[src/qsu_pkg.sv]
// shared types, character constants and helpers for the quoted string unescaper
package qsu_pkg;

    typedef enum logic [2:0] {
        MODE_SEEK    = 3'd0,
        MODE_COMMENT = 3'd1,
        MODE_BODY    = 3'd2,
        MODE_ESCAPE  = 3'd3,
        MODE_HEX     = 3'd4
    } mode_t;

    localparam logic [2:0] ST_DATA   = 3'd0;
    localparam logic [2:0] ST_DONE   = 3'd1;
    localparam logic [2:0] ST_NOTSTR = 3'd2;
    localparam logic [2:0] ST_UNTERM = 3'd3;
    localparam logic [2:0] ST_BADUNI = 3'd4;
    localparam logic [2:0] ST_BADESC = 3'd5;

    localparam logic [7:0] CH_HASH   = 8'h23;
    localparam logic [7:0] CH_SQUOTE = 8'h27;
    localparam logic [7:0] CH_DQUOTE = 8'h22;
    localparam logic [7:0] CH_BSLASH = 8'h5C;
    localparam logic [7:0] CH_SLASH  = 8'h2F;
    localparam logic [7:0] CH_SPACE  = 8'h20;
    localparam logic [7:0] CH_LF     = 8'h0A;
    localparam logic [7:0] CH_TAB    = 8'h09;
    localparam logic [7:0] CH_CR     = 8'h0D;
    localparam logic [7:0] CH_BS     = 8'h08;
    localparam logic [7:0] CH_FF     = 8'h0C;
    localparam logic [7:0] CH_LOW_B  = 8'h62;
    localparam logic [7:0] CH_LOW_F  = 8'h66;
    localparam logic [7:0] CH_LOW_N  = 8'h6E;
    localparam logic [7:0] CH_LOW_R  = 8'h72;
    localparam logic [7:0] CH_LOW_T  = 8'h74;
    localparam logic [7:0] CH_LOW_U  = 8'h75;

    // one decoded step: 1 to 3 bytes, or a single status word
    typedef struct packed {
        logic [1:0]      count;
        logic [2:0]      status;
        logic [2:0][7:0] bytes;
    } cmd_t;

    typedef struct packed {
        logic full;
        logic empty;
    } fifo_stat_t;

    // returns {valid, nibble}
    function automatic logic [4:0] hex_value(input logic [7:0] c);
        logic [4:0] r;
        r = 5'd0;
        if (c >= 8'h30 && c <= 8'h39) r = {1'b1, 4'(c - 8'h30)};
        else if (c >= 8'h41 && c <= 8'h46) r = {1'b1, 4'(c - 8'h37)};
        else if (c >= 8'h61 && c <= 8'h66) r = {1'b1, 4'(c - 8'h57)};
        return r;
    endfunction

endpackage

[src/qsu_if.sv]
// handshake channels for text input and decoded result words
interface qsu_in_if;
    logic       valid;
    logic       ready;
    logic [7:0] text_byte;
    logic       end_mark;

    modport source (output valid, output text_byte, output end_mark, input ready);
    modport sink (input valid, input text_byte, input end_mark, output ready);
endinterface

interface qsu_out_if;
    logic       valid;
    logic       ready;
    logic [7:0] out_byte;
    logic [2:0] status;
    logic       last;

    modport source (output valid, output out_byte, output status, output last, input ready);
    modport sink (input valid, input out_byte, input status, input last, output ready);
endinterface

[src/qsu_front.sv]
// front end: scan state machine that classifies each text word into a command
module qsu_front (
    input  logic               clk,
    input  logic               rst_n,
    input  logic               accept,
    input  logic [7:0]         text_byte,
    input  logic               end_mark,
    output logic               cmd_valid,
    output qsu_pkg::cmd_t      cmd
);

    qsu_pkg::mode_t mode_reg, mode_next;
    logic           quote_reg, quote_next;
    logic [1:0]     hex_cnt_reg, hex_cnt_next;
    logic [15:0]    cp_reg, cp_next;

    logic [4:0]  hex_d;
    logic [15:0] cp_shift;
    logic        is_space;
    logic [7:0]  close_quote;

    assign hex_d       = qsu_pkg::hex_value(text_byte);
    assign cp_shift    = {cp_reg[11:0], hex_d[3:0]};
    assign is_space    = (text_byte == qsu_pkg::CH_SPACE) ||
                         (text_byte >= qsu_pkg::CH_TAB && text_byte <= qsu_pkg::CH_CR);
    assign close_quote = quote_reg ? qsu_pkg::CH_DQUOTE : qsu_pkg::CH_SQUOTE;

    // next state
    always_comb
    begin
        mode_next    = mode_reg;
        quote_next   = quote_reg;
        hex_cnt_next = hex_cnt_reg;
        cp_next      = cp_reg;
        if (accept)
        begin
            case (mode_reg)
                qsu_pkg::MODE_COMMENT:
                begin
                    if (end_mark || text_byte == qsu_pkg::CH_LF)
                        mode_next = qsu_pkg::MODE_SEEK;
                    if (end_mark)
                    begin
                        hex_cnt_next = 2'd0;
                        cp_next      = 16'd0;
                    end
                end
                qsu_pkg::MODE_BODY:
                begin
                    if (end_mark || text_byte == close_quote)
                    begin
                        mode_next    = qsu_pkg::MODE_SEEK;
                        hex_cnt_next = 2'd0;
                        cp_next      = 16'd0;
                    end
                    else if (text_byte == qsu_pkg::CH_BSLASH)
                        mode_next = qsu_pkg::MODE_ESCAPE;
                end
                qsu_pkg::MODE_ESCAPE:
                begin
                    if (end_mark)
                    begin
                        mode_next    = qsu_pkg::MODE_SEEK;
                        hex_cnt_next = 2'd0;
                        cp_next      = 16'd0;
                    end
                    else
                    begin
                        case (text_byte)
                            qsu_pkg::CH_DQUOTE, qsu_pkg::CH_SQUOTE, qsu_pkg::CH_BSLASH,
                            qsu_pkg::CH_SLASH, qsu_pkg::CH_LOW_B, qsu_pkg::CH_LOW_F,
                            qsu_pkg::CH_LOW_N, qsu_pkg::CH_LOW_R, qsu_pkg::CH_LOW_T:
                                mode_next = qsu_pkg::MODE_BODY;
                            qsu_pkg::CH_LOW_U:
                            begin
                                mode_next    = qsu_pkg::MODE_HEX;
                                hex_cnt_next = 2'd0;
                                cp_next      = 16'd0;
                            end
                            default:
                            begin
                                mode_next    = qsu_pkg::MODE_SEEK;
                                hex_cnt_next = 2'd0;
                                cp_next      = 16'd0;
                            end
                        endcase
                    end
                end
                qsu_pkg::MODE_HEX:
                begin
                    if (end_mark || !hex_d[4])
                    begin
                        mode_next    = qsu_pkg::MODE_SEEK;
                        hex_cnt_next = 2'd0;
                        cp_next      = 16'd0;
                    end
                    else
                    begin
                        cp_next = cp_shift;
                        if (hex_cnt_reg == 2'd3)
                        begin
                            hex_cnt_next = 2'd0;
                            mode_next    = qsu_pkg::MODE_BODY;
                        end
                        else
                            hex_cnt_next = hex_cnt_reg + 2'd1;
                    end
                end
                default:
                begin
                    mode_next = qsu_pkg::MODE_SEEK;
                    if (end_mark)
                    begin
                        hex_cnt_next = 2'd0;
                        cp_next      = 16'd0;
                    end
                    else if (is_space)
                        mode_next = qsu_pkg::MODE_SEEK;
                    else if (text_byte == qsu_pkg::CH_HASH)
                        mode_next = qsu_pkg::MODE_COMMENT;
                    else if (text_byte == qsu_pkg::CH_SQUOTE ||
                             text_byte == qsu_pkg::CH_DQUOTE)
                    begin
                        quote_next = (text_byte == qsu_pkg::CH_DQUOTE);
                        mode_next  = qsu_pkg::MODE_BODY;
                    end
                    else
                    begin
                        hex_cnt_next = 2'd0;
                        cp_next      = 16'd0;
                    end
                end
            endcase
        end
    end

    // command outputs
    always_comb
    begin
        cmd_valid = 1'b0;
        cmd       = '0;
        cmd.count = 2'd1;
        case (mode_reg)
            qsu_pkg::MODE_COMMENT:
            begin
                if (end_mark)
                begin
                    cmd_valid  = 1'b1;
                    cmd.status = qsu_pkg::ST_NOTSTR;
                end
            end
            qsu_pkg::MODE_BODY:
            begin
                if (end_mark)
                begin
                    cmd_valid  = 1'b1;
                    cmd.status = qsu_pkg::ST_UNTERM;
                end
                else if (text_byte == qsu_pkg::CH_BSLASH)
                    cmd_valid = 1'b0;
                else if (text_byte == close_quote)
                begin
                    cmd_valid  = 1'b1;
                    cmd.status = qsu_pkg::ST_DONE;
                end
                else
                begin
                    cmd_valid    = 1'b1;
                    cmd.bytes[0] = text_byte;
                end
            end
            qsu_pkg::MODE_ESCAPE:
            begin
                cmd_valid = 1'b1;
                if (end_mark)
                    cmd.status = qsu_pkg::ST_UNTERM;
                else
                begin
                    case (text_byte)
                        qsu_pkg::CH_DQUOTE, qsu_pkg::CH_SQUOTE, qsu_pkg::CH_BSLASH,
                        qsu_pkg::CH_SLASH:
                            cmd.bytes[0] = text_byte;
                        qsu_pkg::CH_LOW_B: cmd.bytes[0] = qsu_pkg::CH_BS;
                        qsu_pkg::CH_LOW_F: cmd.bytes[0] = qsu_pkg::CH_FF;
                        qsu_pkg::CH_LOW_N: cmd.bytes[0] = qsu_pkg::CH_LF;
                        qsu_pkg::CH_LOW_R: cmd.bytes[0] = qsu_pkg::CH_CR;
                        qsu_pkg::CH_LOW_T: cmd.bytes[0] = qsu_pkg::CH_TAB;
                        qsu_pkg::CH_LOW_U: cmd_valid = 1'b0;
                        default:           cmd.status = qsu_pkg::ST_BADESC;
                    endcase
                end
            end
            qsu_pkg::MODE_HEX:
            begin
                if (end_mark || !hex_d[4])
                begin
                    cmd_valid  = 1'b1;
                    cmd.status = qsu_pkg::ST_BADUNI;
                end
                else if (hex_cnt_reg == 2'd3)
                begin
                    cmd_valid = 1'b1;
                    // utf-8 encoding of the finished code point
                    if (cp_shift < 16'h0080)
                        cmd.bytes[0] = cp_shift[7:0];
                    else if (cp_shift < 16'h0800)
                    begin
                        cmd.count    = 2'd2;
                        cmd.bytes[0] = {3'b110, cp_shift[10:6]};
                        cmd.bytes[1] = {2'b10, cp_shift[5:0]};
                    end
                    else
                    begin
                        cmd.count    = 2'd3;
                        cmd.bytes[0] = {4'b1110, cp_shift[15:12]};
                        cmd.bytes[1] = {2'b10, cp_shift[11:6]};
                        cmd.bytes[2] = {2'b10, cp_shift[5:0]};
                    end
                end
            end
            default:
            begin
                if (end_mark)
                begin
                    cmd_valid  = 1'b1;
                    cmd.status = qsu_pkg::ST_NOTSTR;
                end
                else if (!is_space && text_byte != qsu_pkg::CH_HASH &&
                         text_byte != qsu_pkg::CH_SQUOTE && text_byte != qsu_pkg::CH_DQUOTE)
                begin
                    cmd_valid  = 1'b1;
                    cmd.status = qsu_pkg::ST_NOTSTR;
                end
            end
        endcase
    end

    always_ff @(posedge clk or negedge rst_n)
    begin
        if (!rst_n)
        begin
            mode_reg    <= qsu_pkg::MODE_SEEK;
            quote_reg   <= 1'b0;
            hex_cnt_reg <= 2'd0;
            cp_reg      <= 16'd0;
        end
        else
        begin
            mode_reg    <= mode_next;
            quote_reg   <= quote_next;
            hex_cnt_reg <= hex_cnt_next;
            cp_reg      <= cp_next;
        end
    end

endmodule

[src/qsu_fifo.sv]
// short command queue between the front and back ends
module qsu_fifo #(
    parameter int DEPTH = 4
) (
    input  logic                 clk,
    input  logic                 rst_n,
    input  logic                 push,
    input  qsu_pkg::cmd_t        push_cmd,
    input  logic                 pop,
    output qsu_pkg::cmd_t        head,
    output qsu_pkg::fifo_stat_t  stat
);

    localparam int PTR_W = $clog2(DEPTH);
    localparam int CNT_W = $clog2(DEPTH + 1);

    qsu_pkg::cmd_t    mem_reg [DEPTH];
    logic [PTR_W-1:0] wr_ptr_reg, wr_ptr_next;
    logic [PTR_W-1:0] rd_ptr_reg, rd_ptr_next;
    logic [CNT_W-1:0] count_reg, count_next;

    assign stat.full  = (count_reg == CNT_W'(DEPTH));
    assign stat.empty = (count_reg == '0);
    assign head       = mem_reg[rd_ptr_reg];

    always_comb
    begin
        wr_ptr_next = wr_ptr_reg;
        rd_ptr_next = rd_ptr_reg;
        count_next  = count_reg;
        if (push)
            wr_ptr_next = (wr_ptr_reg == PTR_W'(DEPTH - 1)) ? '0 : wr_ptr_reg + PTR_W'(1);
        if (pop)
            rd_ptr_next = (rd_ptr_reg == PTR_W'(DEPTH - 1)) ? '0 : rd_ptr_reg + PTR_W'(1);
        if (push && !pop)
            count_next = count_reg + CNT_W'(1);
        else if (pop && !push)
            count_next = count_reg - CNT_W'(1);
    end

    always_ff @(posedge clk)
    begin
        if (push)
            mem_reg[wr_ptr_reg] <= push_cmd;
    end

    always_ff @(posedge clk or negedge rst_n)
    begin
        if (!rst_n)
        begin
            wr_ptr_reg <= '0;
            rd_ptr_reg <= '0;
            count_reg  <= '0;
        end
        else
        begin
            wr_ptr_reg <= wr_ptr_next;
            rd_ptr_reg <= rd_ptr_next;
            count_reg  <= count_next;
        end
    end

endmodule

[src/qsu_back.sv]
// back end: splits commands into result words behind an output register
module qsu_back (
    input  logic                 clk,
    input  logic                 rst_n,
    input  qsu_pkg::cmd_t        head,
    input  qsu_pkg::fifo_stat_t  stat,
    output logic                 pop,
    qsu_out_if.source            result
);

    qsu_pkg::cmd_t cmd_reg, cmd_next;
    logic [1:0]    idx_reg, idx_next;
    logic          busy_reg, busy_next;
    logic          valid_reg, valid_next;
    logic [7:0]    byte_reg, byte_next;
    logic [2:0]    status_reg, status_next;
    logic          last_reg, last_next;
    logic          load;

    assign load = !valid_reg || result.ready;
    assign pop  = load && !busy_reg && !stat.empty;

    always_comb
    begin
        cmd_next    = cmd_reg;
        idx_next    = idx_reg;
        busy_next   = busy_reg;
        valid_next  = valid_reg;
        byte_next   = byte_reg;
        status_next = status_reg;
        last_next   = last_reg;
        if (load)
        begin
            if (busy_reg)
            begin
                valid_next  = 1'b1;
                byte_next   = cmd_reg.bytes[idx_reg];
                status_next = qsu_pkg::ST_DATA;
                last_next   = (idx_reg == cmd_reg.count - 2'd1);
                busy_next   = !last_next;
                idx_next    = idx_reg + 2'd1;
            end
            else if (!stat.empty)
            begin
                valid_next  = 1'b1;
                byte_next   = head.bytes[0];
                status_next = head.status;
                last_next   = (head.count == 2'd1);
                busy_next   = !last_next;
                cmd_next    = head;
                idx_next    = 2'd1;
            end
            else
                valid_next = 1'b0;
        end
    end

    always_ff @(posedge clk or negedge rst_n)
    begin
        if (!rst_n)
        begin
            valid_reg <= 1'b0;
            busy_reg  <= 1'b0;
            idx_reg   <= 2'd0;
        end
        else
        begin
            valid_reg <= valid_next;
            busy_reg  <= busy_next;
            idx_reg   <= idx_next;
        end
    end

    always_ff @(posedge clk)
    begin
        cmd_reg    <= cmd_next;
        byte_reg   <= byte_next;
        status_reg <= status_next;
        last_reg   <= last_next;
    end

    assign result.valid    = valid_reg;
    assign result.out_byte = byte_reg;
    assign result.status   = status_reg;
    assign result.last     = last_reg;

endmodule

[src/quoted_string_unescaper_core.sv]
// top level of the streaming quoted string unescaper
// usage:
//   text carries one text word per handshake: text_byte, or end_mark for end of text
//   result carries decoded words: out_byte, status (0 data, 1 done, 2 not a string,
//   3 unterminated, 4 bad unicode escape, 5 bad escape) and last on the final word
//   of each input word
// structure:
//   the front end holds the scan state and turns each accepted text word into a
//   command of 0 to 3 result words, pushed into a short queue (FIFO_DEPTH entries)
//   the back end pops commands and, while result.ready is high, issues one result word
//   per cycle from a registered output stage
// timing:
//   one text word is accepted per cycle while the queue has room
//   the command of an accepted text word is queued, then popped into the output register
//   a unicode escape gives up to three result words, one per cycle while result.ready
//   is high, so output bandwidth of one word per cycle sets the sustained rate on such runs
// reset: scanner returns to searching for an opening quote, queue and output empty
// stall: result.ready held low freezes the output stage; the queue fills and then
//   text.ready drops until there is room again
module quoted_string_unescaper_core #(
    parameter int FIFO_DEPTH = 4
) (
    input  logic      clk,
    input  logic      rst_n,
    qsu_in_if.sink    text,
    qsu_out_if.source result
);

    qsu_pkg::cmd_t       front_cmd;
    logic                front_cmd_valid;
    qsu_pkg::cmd_t       fifo_head;
    qsu_pkg::fifo_stat_t fifo_stat;
    logic                accept;
    logic                push;
    logic                pop;

    // input is taken whenever the queue can hold a command
    assign text.ready = !fifo_stat.full;
    assign accept     = text.valid && text.ready;
    // skipped bytes, opening quotes, escape backslashes, the u of an escape and early hex digits push nothing
    assign push       = accept && front_cmd_valid;

    qsu_front u_front (
        .clk       (clk),
        .rst_n     (rst_n),
        .accept    (accept),
        .text_byte (text.text_byte),
        .end_mark  (text.end_mark),
        .cmd_valid (front_cmd_valid),
        .cmd       (front_cmd)
    );

    qsu_fifo #(
        .DEPTH (FIFO_DEPTH)
    ) u_fifo (
        .clk      (clk),
        .rst_n    (rst_n),
        .push     (push),
        .push_cmd (front_cmd),
        .pop      (pop),
        .head     (fifo_head),
        .stat     (fifo_stat)
    );

    qsu_back u_back (
        .clk    (clk),
        .rst_n  (rst_n),
        .head   (fifo_head),
        .stat   (fifo_stat),
        .pop    (pop),
        .result (result)
    );

    // no command is pushed into a full queue
    a_no_overflow: assert property (@(posedge clk) disable iff (!rst_n)
        fifo_stat.full |-> !push)
        else $error("command pushed into full queue");

    // back end never pops an empty queue
    a_no_underflow: assert property (@(posedge clk) disable iff (!rst_n)
        fifo_stat.empty |-> !pop)
        else $error("command popped from empty queue");

    // status words carry a zero byte and end their input word's results
    a_status_word: assert property (@(posedge clk) disable iff (!rst_n)
        (result.valid && result.status != qsu_pkg::ST_DATA) |->
        (result.last && result.out_byte == 8'd0))
        else $error("status word with data byte or without last");

endmodule
[src/flat_wrapper.sv]
// flat-port wrapper written by rule: the top's interface ports become plain ports
module quoted_string_unescaper_core_flat 
#(
    parameter int FIFO_DEPTH = 4
)
  (clk, rst_n, text_valid, text_text_byte, text_end_mark, text_ready, result_valid, result_out_byte, result_status, result_last, result_ready);
  qsu_in_if text_i ();
  qsu_out_if result_i ();
  input  logic clk;
  input  logic rst_n;
  input wire logic [$bits(text_i.valid)-1:0] text_valid;
  input wire logic [$bits(text_i.text_byte)-1:0] text_text_byte;
  input wire logic [$bits(text_i.end_mark)-1:0] text_end_mark;
  output wire logic [$bits(text_i.ready)-1:0] text_ready;
  output wire logic [$bits(result_i.valid)-1:0] result_valid;
  output wire logic [$bits(result_i.out_byte)-1:0] result_out_byte;
  output wire logic [$bits(result_i.status)-1:0] result_status;
  output wire logic [$bits(result_i.last)-1:0] result_last;
  input wire logic [$bits(result_i.ready)-1:0] result_ready;
  assign text_i.valid = text_valid;
  assign text_i.text_byte = text_text_byte;
  assign text_i.end_mark = text_end_mark;
  assign text_ready = text_i.ready;
  assign result_valid = result_i.valid;
  assign result_out_byte = result_i.out_byte;
  assign result_status = result_i.status;
  assign result_last = result_i.last;
  assign result_i.ready = result_ready;
  quoted_string_unescaper_core #(.FIFO_DEPTH(FIFO_DEPTH)) u_core (.clk(clk), .rst_n(rst_n), .text(text_i), .result(result_i));
endmodule
[config.mk]
export PLATFORM = sky130hd
export DESIGN_NAME = quoted_string_unescaper_core_flat
export DESIGN_NICKNAME = d
export VERILOG_FILES = /design/src/qsu_pkg.sv /design/src/qsu_if.sv /design/src/qsu_front.sv /design/src/qsu_fifo.sv /design/src/qsu_back.sv /design/src/quoted_string_unescaper_core.sv /design/src/flat_wrapper.sv
export SDC_FILE = /design/constraint.sdc
export NUM_CORES = 1
export LEC_CHECK = 0
export BUFFER_PORTS_ARGS = -buffer_cell sky130_fd_sc_hd__buf_4
export CORE_MARGIN = 2
export CORE_UTILIZATION = 55
export DETAILED_ROUTE_END_ITERATION = 7
export PLACE_DENSITY = 0.75
export SYNTH_ARGS = -nofsm -noshare
export SYNTH_HDL_FRONTEND = slang
export SYNTH_SLANG_ARGS = --single-unit
[constraint.sdc]
create_clock -name clk -period 3.77 [get_ports clk]
set_input_delay 0.377 -clock clk [delete_from_list [all_inputs] [get_ports clk]]
set_output_delay 0.377 -clock clk [all_outputs]
set_load 0.02 [all_outputs]
==> out/results.tsv, run 1 <==
metric	value	unit
final total power	6.04	mW
Worst Path Required	4110	ps
Port Buffers	26	
CTS buffer count	17	
wire per inst	19.8	um
max FFs per register	104	
starting density of the core	55.8	%
diodes inserted	0	
gr ovfl total	0	
cells after synthesis	543	
critical path arrival	3420	ps
fmax	0.325	GHz
gpl congestion	0.877	
status	complete, no violations	
largest net degree at the start of global routing	30	
leading post-synthesis cells by cell area	edfxtp_1 (54%), dfrtp_1 (9.4%), mux4_2 (7.6%), mux2i_1 (2.5%), nand2_1 (2.2%)	
slew margin rel.	19.2	%
Yosys warnings	0	
Max FO, Critical Path	11	
RSZ-0062 raised after global routing	no	
Max Cap Viol	0	
Initial DRT Pass Iterations	5	
first-pass GRT wire length	24.7	mm
Hold WC Path Type	in -> reg	
Die Y	122	um
hold_ws	369	ps
Worst-path clk slew	60	ps
Via-to-Cell Ratio	6.01	
vias in the first global route	4525	
final setup TNS	0	ps
most common cell after layout, fill and taps aside	edfxtp_1	
Worst Tran Pin Value	1210	ps
clock root cell	clkbuf_16	
core area	13800	um2
Setup Fix Bufs, Post-CTS	0	
site row count	43	
Worst Path Class, Setup	in -> reg	
Post-route DRC	0	
CTS tree	built	
Clock Latency Late Sink	420	ps
DIE AREA	14900	um2
hpwl dp	10.2	mm
Area after DPL	8070	um2
post-CTS sizing	0	
EDFF count, synth	139	
asr flop ratio synth	17.3	%
Tot GR Track Use	22.3	%
Final Skew	11.2	ps
most frequent cells in the layout	edfxtp_1 (139), nand2_1 (45), nor2_1 (44)	
Max Root-Sink Buffers	2	
met3 Usage GRT	5.34	%
CP endpoint kind	flop	
clk sinks	168	
top-area cell type share of the netlist area	54.3	%
via count	4621	
Final Util	62.6	%
# IOs	27	
Area Growth Syn to Fin	12.2	%
met1 usage	31.1	%
met2 Track Usage GR	35.0	%
Die X	122	um
htree depth	4	
Yosys cell types	68	
ys flop type	edfxtp_1	
Pwr Density	700	nW/um2
Slew Limit Fails	0	
register bit total from synthesis	168	
final worst path period share	81.5	%
design area	8620	um2
Seq/Total Area, Yosys	63.8	%
nets@finish	601	
Synth Cell Area	7680	um2
Pleak	3.11	nW
cell taking the most area after synthesis	edfxtp_1	
Mapped Nets	568	
layout cells sized above 1	20.0	%
IR drop worst, VDD	354	uV
CP Launch Type	input port	
GRT Max-Usage Layer	met2	
number of nets still failing antenna checks after routing	0	
initial antenna violation count	0	
1st-iter DRT viols	459	
Hold Fails Final Rpt	0	
Final Setup Violations	0	
WL final	15.3	mm
Synth Area per Inst	14.1	um2
min Tclk post-route	3070	ps
power breakdown:
group	switching [mW]	internal (mW)
combinational	0.922	0.732
clock	0.648	0.955
sequential	0.228	2.55
total	1.80	4.24
critical path: stages:
cell,delay [ps]
buf_4,150
inv_1,90
ha_1,270
xnor2_1,150
o2111ai_1,230
a21boi_0,420
nand2_1,160
a211oi_4,380
ha_1,250
inv_1,70
fa_1,420
xor2_1,170
nor2_1,120
xor2_1,160
layer usage:
metal / part of all wire [%] / vias up
met3: 5.8 / 13
met2: 49 / 174
met5: 0 / -
met4: 1.3 / 0
met1: 44 / 2302
li1: - / 2132
cells in the mapped netlist (all sizes together) (3+ instances only):
cell type    n
edfxtp     139
nand2       45
nor2        44
dfrtp       29
inv         26
mux4        26
o21ai       26
a21oi       19
mux2i       19
nand3       14
mux2        13
buf         12
clkbuf      12
ha          11
and2        10
nand2b       9
nor3         8
nor4         6
and3         4
nor2b        4
xnor2        4
a21o         3
a22oi        3
a32oi        3
nand4        3
o211ai       3
o21bai       3
or4          3
kinds of logic (layout without fill, tap and decap cells):
kind of cell	count (synthesis)	in the layout	share of synthesized area (%)
buffers and inverters	50	96	2.85
XOR/XNOR	6	6	0.684
AND/OR/NAND/NOR	166	166	11.0
flip-flops	168	168	63.8
AO/OA/AOI/OAI	83	83	7.61
adder cells (fa/ha/maj)	12	12	2.05
multiplexers	58	58	12.0
final timing paths:
check | start | end | slack [ps] | cells after the start
worst min-delay path | result_ready | u_core.u_back.busy_reg | 370 | 4
worst min register to register | u_core.u_fifo.count_reg[2] | u_core.u_fifo.count_reg[2] | 530 | 1
worst max-delay path | text_text_byte[1] | u_core.u_fifo.count_reg[2] | 700 | 14
max in group asynchronous | rst_n | u_core.u_front.cp_reg[1] | 3010 | 2
min in group asynchronous | rst_n | u_core.u_back.result.valid | 430 | 2
worst max register to register | u_core.u_front.mode_reg[0] | u_core.u_fifo.mem_reg[0][4] | 1020 | 5
metrics by stage:
step           cells  worst slack (ps)
6_report         769               697
5_1_grt          769               525
4_1_cts          769               730
3_5_place_dp     736               279
3_3_place_gp     736               417
2_1_floorplan    543               105
repair_timing:
| item | CTS | global route |
|---|---|---|
| hold buffers | 1 | 0 |
| endpoints found under the hold margin | 29 | 0 |
| setup endpoints to repair | 0 | 0 |
final cells by class:
cell class	instances	area [um2]
Inverter	26	97.6
Timing Repair Buffer	38	288
Sequential cell	168	4900
Multi-Input combinational cell	325	2570
Tap cell	180	225
Clock buffer	19	433
Clock inverter	13	111
Fill cell	1019	5150
No activity file was read; power rests on OpenSTA's default activity.
==> run 2: changes to the inputs <==
- clock period: 3.77 -> 2.5 ns (I/O delays scaled with it)
==> run 2 against run 1 <==
Compared with the run above:
- utilization increased by 4.9 points
- non-clock buffer count grew 70
- power is 55% higher
- cell area up 7.8%
- cell count is 9.1% higher
- clock power up 44%
- critical endpoint unchanged
==> out/results.tsv, run 2 (synthesized netlist as in run 1, its figures left out) <==
metric	value	unit
critical path arrival	2780	ps
worst-case reg-to-reg path depth	6	
largest net degree at the start of global routing	30	
DIE AREA	14900	um2
Initial DRT Pass Iterations	5	
CTS tree	built	
clk sinks	168	
core area	13800	um2
critical path cell sequence	buf_4, inv_6, ha_4, or4b_4, and4_4, nor3_4, nor4_4, a211oi_4, ha_2, inv_2, fa_2, xor2_1, nor2_1, xor2_1	
met3 wire len	757	um
max FFs per register	104	
Final Setup Violations	0	
final total power	9.38	mW
Max FO, Critical Path	3	
nets@finish	671	
Tot GR Track Use	23.3	%
number of nets still failing antenna checks after routing	0	
WL final	16.1	mm
post-layout worst setup margin	72.5	ps
Via-to-Cell Ratio	5.84	
gpl congestion	0.897	
Slew Limit Fails	0	
CP max stage delay	540	ps
Setup crit start	text_text_byte[1]	
Hold WC Path Type	in -> reg	
post-placement worst setup slack	-453	ps
min Tclk post-route	2430	ps
starting density of the core	55.8	%
via count	4896	
htree depth	4	
gr ovfl total	0	
1st-iter DRT viols	424	
Clock Latency Late Sink	430	ps
CP endpoint kind	flop	
Max Cap Viol	0	
uppermost layer routed	met4	
initial antenna violation count	0	
Critical R2R Capture	u_core.u_fifo.mem_reg[0][19]	
Area Growth Syn to Fin	21.1	%
Slowest-stage cell, CP	or4b_4	
layout cells sized above 1	31.6	%
Post-Place Cells	803	
Post-route DRC	0	
final setup TNS	0	ps
Worst setup endpoint	u_core.u_fifo.count_reg[2]	
Worst Tran Pin Value	1220	ps
hpwl dp	11.4	mm
diodes inserted	0	
final worst path period share	97.1	%
status	complete, no violations	
Hold Fails Final Rpt	0	
clock root cell	clkbuf_16	
most frequent cells in the layout	edfxtp_1 (139), buf_4 (100), nand2_1 (45)	
Die X	122	um
fmax	0.412	GHz
flop2flop setup slack	110	ps
site row count	43	
Top cell by count, worst path	xor2_1	
met1 WL	6.77	mm
CTS buffer count	17	
Pleak	3.46	nW
slew margin rel.	18.6	%
most common cell after layout, fill and taps aside	edfxtp_1	
vias in the first global route	4974	
Final Skew	10.4	ps
Post-Layout Cell Count	839	
# IOs	27	
IR drop worst, VDD	439	uV
Worst Path Class, Setup	in -> reg	
Die Y	122	um
metal2 WL	8.20	mm
CP Launch Type	input port	
Port Buffers	26	
reg2reg start	u_core.u_front.mode_reg[0]	
Worst Path Required	2850	ps
first-pass GRT wire length	25.7	mm
Max Root-Sink Buffers	2	
Pwr Density	1010	nW/um2
wire per inst	19.2	um
Worst-path clk slew	70	ps
==> run 2: cell count changes in the layout (fill, tap and decap cells not counted), moves of 3 or more <==
| cell | before | now |
|---|---|---|
| clkinv_4 | 1 | 4 |
| ha_1 | 11 | 8 |
| clkinv_1 | 6 | 1 |
| inv_1 | 26 | 23 |
| and2_2 | 0 | 4 |
| and2_1 | 10 | 6 |
| buf_4 | 37 | 100 |
| buf_12 | 0 | 7 |
==> run 2: routing by layer <==
| layer | vias up | global-route usage, % |
|---|---|---|
| met5 | - | 0 |
| met4 | 0 | 9.20 |
| met3 | 32 | 4.87 |
| met2 | 175 | 39.5 |
| li1 | 2272 | - |
| met1 | 2417 | 29.5 |
==> run 2: timing repair <==
item | CTS | global route
resized for setup | 1 | 4
setup buffers | 2 | 1
hold buffers | 1 | 0
endpoints found under the setup margin | 1 | 2
endpoints found under the hold margin | 29 | 0
pin swaps | 2 | 4
==> run 2: final cells by class <==
| type | instances | area [um2] |
|---|---|---|
| sequential | 168 | 4900 |
| fill | 967 | 4470 |
| multi-input combinational | 325 | 2640 |
| timing repair buffer | 108 | 901 |
| clock buffer | 21 | 450 |
| tap | 180 | 225 |
| inverter | 26 | 103 |
| clock inverter | 11 | 77.6 |
==> run 2: power breakdown <==
part           leakage (nW)  total (mW)  internal (mW)  switching, mW
Sequential             1.67        4.16           3.85          0.315
Clock                 0.255        2.31           1.29           1.02
Combinational          1.54        2.91           1.41           1.51
Total                  3.46        9.38           6.55           2.84
==> run 2: worst max-delay path: cells and delay by family <==
family                     cells  cell delay [ps]
AOI/OAI and AO/OA              1              180
xor gates and xnor gates       2              300
adders and majority gates      3              700
buffers and inverters          3              190
and+or+nand+nor                5             1150
==> run 2: worst min-delay path by stage <==
stage / startpoint / endpoint / slack [ps] / cells after the start
after floorplan: rst_n / u_core.u_back.busy_reg / -50 / 0
after global placement: rst_n / u_core.u_back.result.valid / 210 / 1
after detailed placement: rst_n / u_core.u_back.idx_reg[1] / 220 / 1
after CTS: result_ready / u_core.u_back.idx_reg[0] / 210 / 3
after global routing: result_ready / u_core.u_back.idx_reg[0] / 220 / 3
final: result_ready / u_core.u_back.idx_reg[0] / 220 / 3
==> run 2: per-stage QoR <==
step / utilization [%] / hold slack (ps) / area [um2]
2_1_floorplan: - / -45.6 / 7760
3_3_place_gp: 63.4 / 208 / 8730
5_1_grt: 67.5 / 225 / 9300
6_report: 67.5 / 222 / 9300
3_5_place_dp: 63.4 / 224 / 8730
4_1_cts: 67.4 / 213 / 9280
